$ cat src/vectorscope_accumulator_defines.svh
// Assertion macros for the vectorscope accumulator.
`ifndef VECTORSCOPE_ACCUMULATOR_DEFINES_SVH
`define VECTORSCOPE_ACCUMULATOR_DEFINES_SVH

`ifndef NO_ASSERTIONS

// Same-cycle implication, clocked on clk and quiet during reset
`define VSA_ASSERT_IMP(lbl, ante, cons) \
    lbl: assert property (@(posedge clk) disable iff (!rst_n) (ante) |-> (cons)) \
        else $error("vectorscope_accumulator: same-cycle check failed");

// Next-cycle implication, clocked on clk and quiet during reset
`define VSA_ASSERT_NXT(lbl, ante, cons) \
    lbl: assert property (@(posedge clk) disable iff (!rst_n) (ante) |=> (cons)) \
        else $error("vectorscope_accumulator: next-cycle check failed");

`else

`define VSA_ASSERT_IMP(lbl, ante, cons)
`define VSA_ASSERT_NXT(lbl, ante, cons)

`endif

`endif

$ cat src/vsa_pkg.sv
// Shared constants, codes and control types of the vectorscope accumulator.
package vsa_pkg;

    // Default geometry
    localparam int GRID_SIZE_DEF  = 256;
    localparam int COUNT_BITS_DEF = 32;

    // Request codes
    localparam logic [1:0] REQ_ACCUM = 2'd0;
    localparam logic [1:0] REQ_READ  = 2'd1;
    localparam logic [1:0] REQ_CLEAR = 2'd2;

    // BT.601 chroma weights in Q16
    localparam int CB_R = 11076;
    localparam int CB_G = 21692;
    localparam int CB_B = 32768;
    localparam int CR_R = 32768;
    localparam int CR_G = 27460;
    localparam int CR_B = 5308;

    // Offset of 140 chroma units in Q16; also the half-step rounding term
    localparam int CHROMA_OFS = 140 * 65536;

    // Chroma after offset fits 25 bits, scaled product 35 bits
    localparam int U_W    = 25;
    localparam int CHR_W  = 27;
    localparam int PROD_W = 35;

    // Divide by 280*2^16 = 35*2^19: shift by 19, then multiply by reciprocal of 35
    localparam int PRE_SHIFT   = 19;
    localparam int T_W         = 15;
    localparam int RECIP       = 59919;
    localparam int RECIP_SHIFT = 21;
    localparam int QMUL_W      = 31;
    localparam int Q_W         = 10;

    // Width used to form a linear cell address
    localparam int LIN_W = 20;

    // Output field width
    localparam int OUT_W = 32;

    typedef enum logic [3:0] {
        ST_CLEAR,
        ST_IDLE,
        ST_CHROMA,
        ST_SCALE,
        ST_DIV,
        ST_ADDR,
        ST_READ,
        ST_UPDATE,
        ST_RESPOND
    } vsa_state_t;

    typedef struct packed {
        logic capture;
        logic mem_read;
        logic bump;
        logic clear_wr;
        logic load_out;
    } vsa_cmd_t;

    typedef struct packed {
        logic [1:0] req;
        logic       clear_last;
        logic       out_free;
    } vsa_status_t;

endpackage

$ cat src/vsa_ctrl.sv
// Sequencer of the vectorscope accumulator: steps one request through the datapath.
module vsa_ctrl (
    input  logic                 clk,
    input  logic                 rst_n,
    input  logic                 in_valid,
    input  logic [1:0]           req_type,
    output logic                 in_stall,
    input  vsa_pkg::vsa_status_t status,
    output vsa_pkg::vsa_cmd_t    cmd
);
    import vsa_pkg::*;

    vsa_state_t state_reg;
    vsa_state_t state_next;

    // Hold state; reset starts with a sweep of the store
    always_ff @(posedge clk or negedge rst_n)
    begin
        if (!rst_n)
        begin
            state_reg <= ST_CLEAR;
        end
        else
        begin
            state_reg <= state_next;
        end
    end

    // Advance through the steps of the current request
    always_comb
    begin
        state_next = state_reg;
        case (state_reg)
            ST_CLEAR:
            begin
                if (status.clear_last)
                begin
                    state_next = ST_IDLE;
                end
            end
            ST_IDLE:
            begin
                if (in_valid)
                begin
                    case (req_type)
                        REQ_ACCUM: state_next = ST_CHROMA;
                        REQ_READ:  state_next = ST_ADDR;
                        REQ_CLEAR: state_next = ST_CLEAR;
                        default:   state_next = ST_IDLE;
                    endcase
                end
            end
            ST_CHROMA: state_next = ST_SCALE;
            ST_SCALE:  state_next = ST_DIV;
            ST_DIV:    state_next = ST_ADDR;
            ST_ADDR:   state_next = ST_READ;
            ST_READ:
            begin
                if (status.req == REQ_READ)
                begin
                    state_next = ST_RESPOND;
                end
                else
                begin
                    state_next = ST_UPDATE;
                end
            end
            ST_UPDATE: state_next = ST_IDLE;
            ST_RESPOND:
            begin
                if (status.out_free)
                begin
                    state_next = ST_IDLE;
                end
            end
            default:   state_next = ST_IDLE;
        endcase
    end

    // Drive datapath commands and the input stall
    always_comb
    begin
        in_stall     = (state_reg != ST_IDLE);
        cmd.capture  = (state_reg == ST_IDLE);
        cmd.mem_read = (state_reg == ST_READ);
        cmd.bump     = (state_reg == ST_UPDATE);
        cmd.clear_wr = (state_reg == ST_CLEAR);
        cmd.load_out = (state_reg == ST_RESPOND) && status.out_free;
    end

endmodule

$ cat config.mk
export PLATFORM = sky130hd
export DESIGN_NAME = vsa_ctrl
export DESIGN_NICKNAME = d
export VERILOG_FILES = /design/src/vectorscope_accumulator_defines.svh /design/src/vsa_pkg.sv /design/src/vsa_ctrl.sv
export SDC_FILE = /design/constraint.sdc
export NUM_CORES = 1
export LEC_CHECK = 0
export BUFFER_PORTS_ARGS = -buffer_cell sky130_fd_sc_hd__buf_2
export CORE_AREA = 2 2 39 41
export DETAILED_ROUTE_END_ITERATION = 16
export DIE_AREA = 0 0 41 43
export PLACE_DENSITY_LB_ADDON = 0.25
export SLEW_MARGIN = 20
export SYNTH_ARGS = -nofsm -noshare
export SYNTH_HDL_FRONTEND = slang
export SYNTH_SLANG_ARGS = --single-unit
$ cat constraint.sdc
create_clock -name clk -period 1.41 [get_ports clk]
set_clock_uncertainty 0.05 [all_clocks]
set_input_delay 0.141 -clock clk [delete_from_list [all_inputs] [get_ports clk]]
set_output_delay 0.141 -clock clk [all_outputs]
set_load 0.05 [all_outputs]
==> results summary <==
The final antenna-violating net count came out at 0. Of the total power, the clock network draws 11.2%. The number of buffers on the longest clock path came out at 2.

For this run, global-route usage on met3 was measured as 3.14%. The weighted congestion at the end of routability-driven global placement is 0.795. The core utilization of the finished layout is 49.1%.

The internal power of the cells totals 0.681 mW. Entering global routing, the biggest net connects 12 pins. The xor/xnor cell area share of the yosys netlist came out at 0%. The run finished, with violations left. The number of global-route vias before repair is 384.

The I/O pin total is 15. The combined area of all synthesized cells came out at 353 um2. The share of synthesized area occupied by flip-flops and latches is 28.4%. The net count of the finished layout is 83. The clock network latency to the later pin of the worst-skew pair came out at 0.25 ns.

The switching part of the total is 49.9%. The fmax came out at 670 MHz. The most instantiated flip-flop cell in the synthesis netlist is sky130_fd_sc_hd__dfrtp_1. The flop and latch count out of synthesis came out at 4.

The die outline width is 41 um. The maximum VDD drop came out at 962 uV. The peak fanout along the critical path came out at 6. The sequential cell fraction of total power came out at 17.1%. The critical path required time came out at 1.49 ns. For this run, asynchronously set or reset flops after synthesis account for 100%. The die footprint came out at 1760 um2. Summing the areas of all compound-gate instances in the mapped netlist gives 20.6% of the synthesized area. Summing over every cut layer, the via total after detailed routing is 437. The worst setup path is launched from a flop. The H-tree depth is 1. The synthesized netlist contains 26 unique library cells. The total of fill cells in the finished design is 143. The path with the worst hold slack has its endpoint at state_reg[3]$_DFFE_PN0P_. The minimum clock period came out at 1.49 ns.

The adder and majority gate portion of the synthesized area is 0%. The worst setup slack for register-to-register paths is -0.08 ns. Setup repair after global routing could not meet its margin everywhere. The simple-gate share of the synthesized area came out at 35.1%.

The HPWL after detailed placement came out at 641 um. The iteration-0 DRC count of the detailed router is 8. The number of warnings issued by yosys came out at 0.

The number of remaining DRC errors came out at 0. The critical path class is flop to flop. The final reports fail on setup timing.

The number of antenna diodes came out at 0. The initial utilization of the core area, before any placement, comes to 25.5%. The type of the tightest min-delay check is input pin to flop. The final critical path takes up 106% of the cycle. The wire length after detailed routing came out at 1190 um. The max-slew violation total from the final report came out at 0. Summed over all cells, the static leakage comes to 0.288 nW.

The total of buffers placed on input and output ports came out at 14. The path depth of the worst reg2reg path came out at 4. The post-CTS clock slew at the launch and capture registers of the worst setup and hold paths came out at 0.04 ns.

Row generation in the floorplan step produced 14 rows. The slew of the pin with the lowest slew margin came out at 0.246 ns. The tree built by TritonCTS fans out to 4 sinks.

The sum of negative setup slack is -0.286 ns. The number of max-capacitance violations reported came out at 0. The fraction of final layout cells sized beyond drive strength 1 is 76.4%. The kind of end point of the critical path is a flop.

Per report_power, the combinational group accounts for 71.7% of the total. The total nets after synthesis is 50. The CTS tree is done. The remaining global-route overflow came out at 0. The area growth from synthesis to layout came out at 92.6%.

The number of antenna violations at the first check in global routing is 0. Power spread over the standard cell area amounts to 2000 nW/um2. The switching power of the nets is 0.679 mW. The vertical die dimension came out at 43 um.

The detailed-route wire length per cell came out at 13.5 um. The worst setup slack after layout is -0.0834 ns. The capture instance of the worst register-to-register path is state_reg[2]$_DFFE_PN0P_. The headroom to the max-slew limit is 83.7%.

The global-route met1 utilization is 16.6%. The TritonCTS buffer count is 3. The count of flip-flops with a built-in enable after synthesis came out at 0.

The startpoint of the most critical hold path is status[0]. The area occupied by multi-input gates is 277 um2. The largest family of logic cells by synthesized area is simple AND/OR/NAND/NOR gates.

After floorplanning, the core was sized to cover 1380 um2. The pre-CTS worst setup slack is 0.00693 ns. The number of cells traversed by the worst hold path is 3. Measured against the total synthesized area, the mux share comes to 2.84%.

The number of endpoints failing setup at the final stage is 8. The register with the most flip-flops in the layout has 4 of them. The number of standard cells after synthesis came out at 41. The number of iterations in the first detailed-routing pass came out at 3. The synthesized area divided by synthesized cell count is 8.61 um2.

For met2 alone, demand over resource in global routing was 22.2%. The signal arrival time at the worst endpoint came out at 1.57 ns. The number of failing hold endpoints at the final stage came out at 0. In this run the clock root is driven by a sky130_fd_sc_hd__clkbuf_4. The wire length of the first global-routing pass came out at 1620 um. The worst register-to-register path begins at state_reg[0]$_DFFE_PN0P_.

The global routing stage identified its most utilized layer as met2. Using the TritonRoute via totals, the vias-per-cell ratio works out to 4.97. The aggregate global-route resource usage came out at 14.7%. The area of all sequential standard cells came out at 105 um2.
layout by cell type (no fill, tap or decap), types with 2 or more instances in the layout:
| cell type | count |
|---|---|
| sky130_fd_sc_hd__nor2b_1 | 3 |
| sky130_fd_sc_hd__buf_6 | 6 |
| sky130_fd_sc_hd__a21oi_2 | 3 |
| sky130_fd_sc_hd__clkbuf_4 | 3 |
| sky130_fd_sc_hd__dfrtp_2 | 4 |
| sky130_fd_sc_hd__o21ai_0 | 2 |
| sky130_fd_sc_hd__buf_2 | 10 |
| sky130_fd_sc_hd__buf_4 | 15 |
| sky130_fd_sc_hd__nor2_1 | 2 |
timing repair:
item	CTS	global route
hold buffers	1	0
pin swaps	5	0
gates resized for setup	20	7
endpoints found under the setup margin	6	10
endpoints found under the hold margin	4	0
setup buffers	8	1
layer usage:
| metal | vias to the layer above | part of all wire [%] |
|---|---|---|
| met3 | 2 | 3.5 |
| met4 | 0 | 2.5 |
| met1 | 208 | 41 |
| met5 | - | 0 |
| li1 | 218 | - |
| met2 | 9 | 53 |
kinds of logic after synthesis:
family | after synthesis
AO/OA/AOI/OAI | 10
AND/OR/NAND/NOR | 19
flip-flops | 4
buffers and inverters | 7
multiplexers | 1
Yosys cell counts, types with 2 or more instances:
master / number / area share, %
sky130_fd_sc_hd__a21oi_1: 3 / 4.3
sky130_fd_sc_hd__and3_1: 2 / 3.5
sky130_fd_sc_hd__buf_6: 2 / 6.4
sky130_fd_sc_hd__dfrtp_1: 4 / 28
sky130_fd_sc_hd__inv_1: 3 / 3.2
sky130_fd_sc_hd__nor2_1: 2 / 2.1
sky130_fd_sc_hd__nor2b_1: 3 / 5.3
sky130_fd_sc_hd__nor3_1: 2 / 2.8
sky130_fd_sc_hd__nor4_1: 2 / 3.5
sky130_fd_sc_hd__o21ai_0: 2 / 2.8
cell type report:
type | count | area share (%)
sequential | 4 | 15.5
clock buffer | 3 | 3.31
tap | 16 | 2.95
inverter | 3 | 2.21
timing repair buffer | 32 | 35.4
multi-input combinational | 30 | 40.7
power by group through the flow:
stage | logic, mW | registers (mW) | clock network (mW)
finish | 0.975 | 0.233 | 0.152
global route | 1.04 | 0.238 | 0.163
CTS | 0.907 | 0.228 | 0.156
detailed placement | 0.711 | 0.237 | 0
global placement | 0.714 | 0.239 | 0
floorplan | 0.578 | 0.175 | 0
worst max-delay path by stage:
stage,from,endpoint,slack (ns)
floorplan,state_reg[0]$_DFFE_PN0P_,cmd[1],-0.30
global placement,state_reg[0]$_DFFE_PN0P_,cmd[3],0.03
detailed placement,state_reg[0]$_DFFE_PN0P_,cmd[0],0.007
CTS,state_reg[3]$_DFFE_PN0P_,cmd[3],-0.08
global route,state_reg[0]$_DFFE_PN0P_,state_reg[2]$_DFFE_PN0P_,-0.11
finish,state_reg[0]$_DFFE_PN0P_,state_reg[2]$_DFFE_PN0P_,-0.08
stage by stage:
stage          power [mW]  hold WS [ns]  std cells  cell area (um2)
2_1_floorplan       0.753        -0.205         41              375
3_3_place_gp        0.952        -0.102         76              498
3_5_place_dp        0.948        -0.102         76              498
4_1_cts              1.29         0.146         88              646
5_1_grt              1.44         0.154         88              679
6_report             1.36         0.139         88              679
critical path, cell delays in order (launching register included):
cell,delay (ns)
sky130_fd_sc_hd__dfrtp_2,0.45
sky130_fd_sc_hd__buf_2,0.17
sky130_fd_sc_hd__or3b_2,0.49
sky130_fd_sc_hd__a21oi_2,0.16
sky130_fd_sc_hd__a211oi_2,0.05
Power figures use the tool's default switching activity.
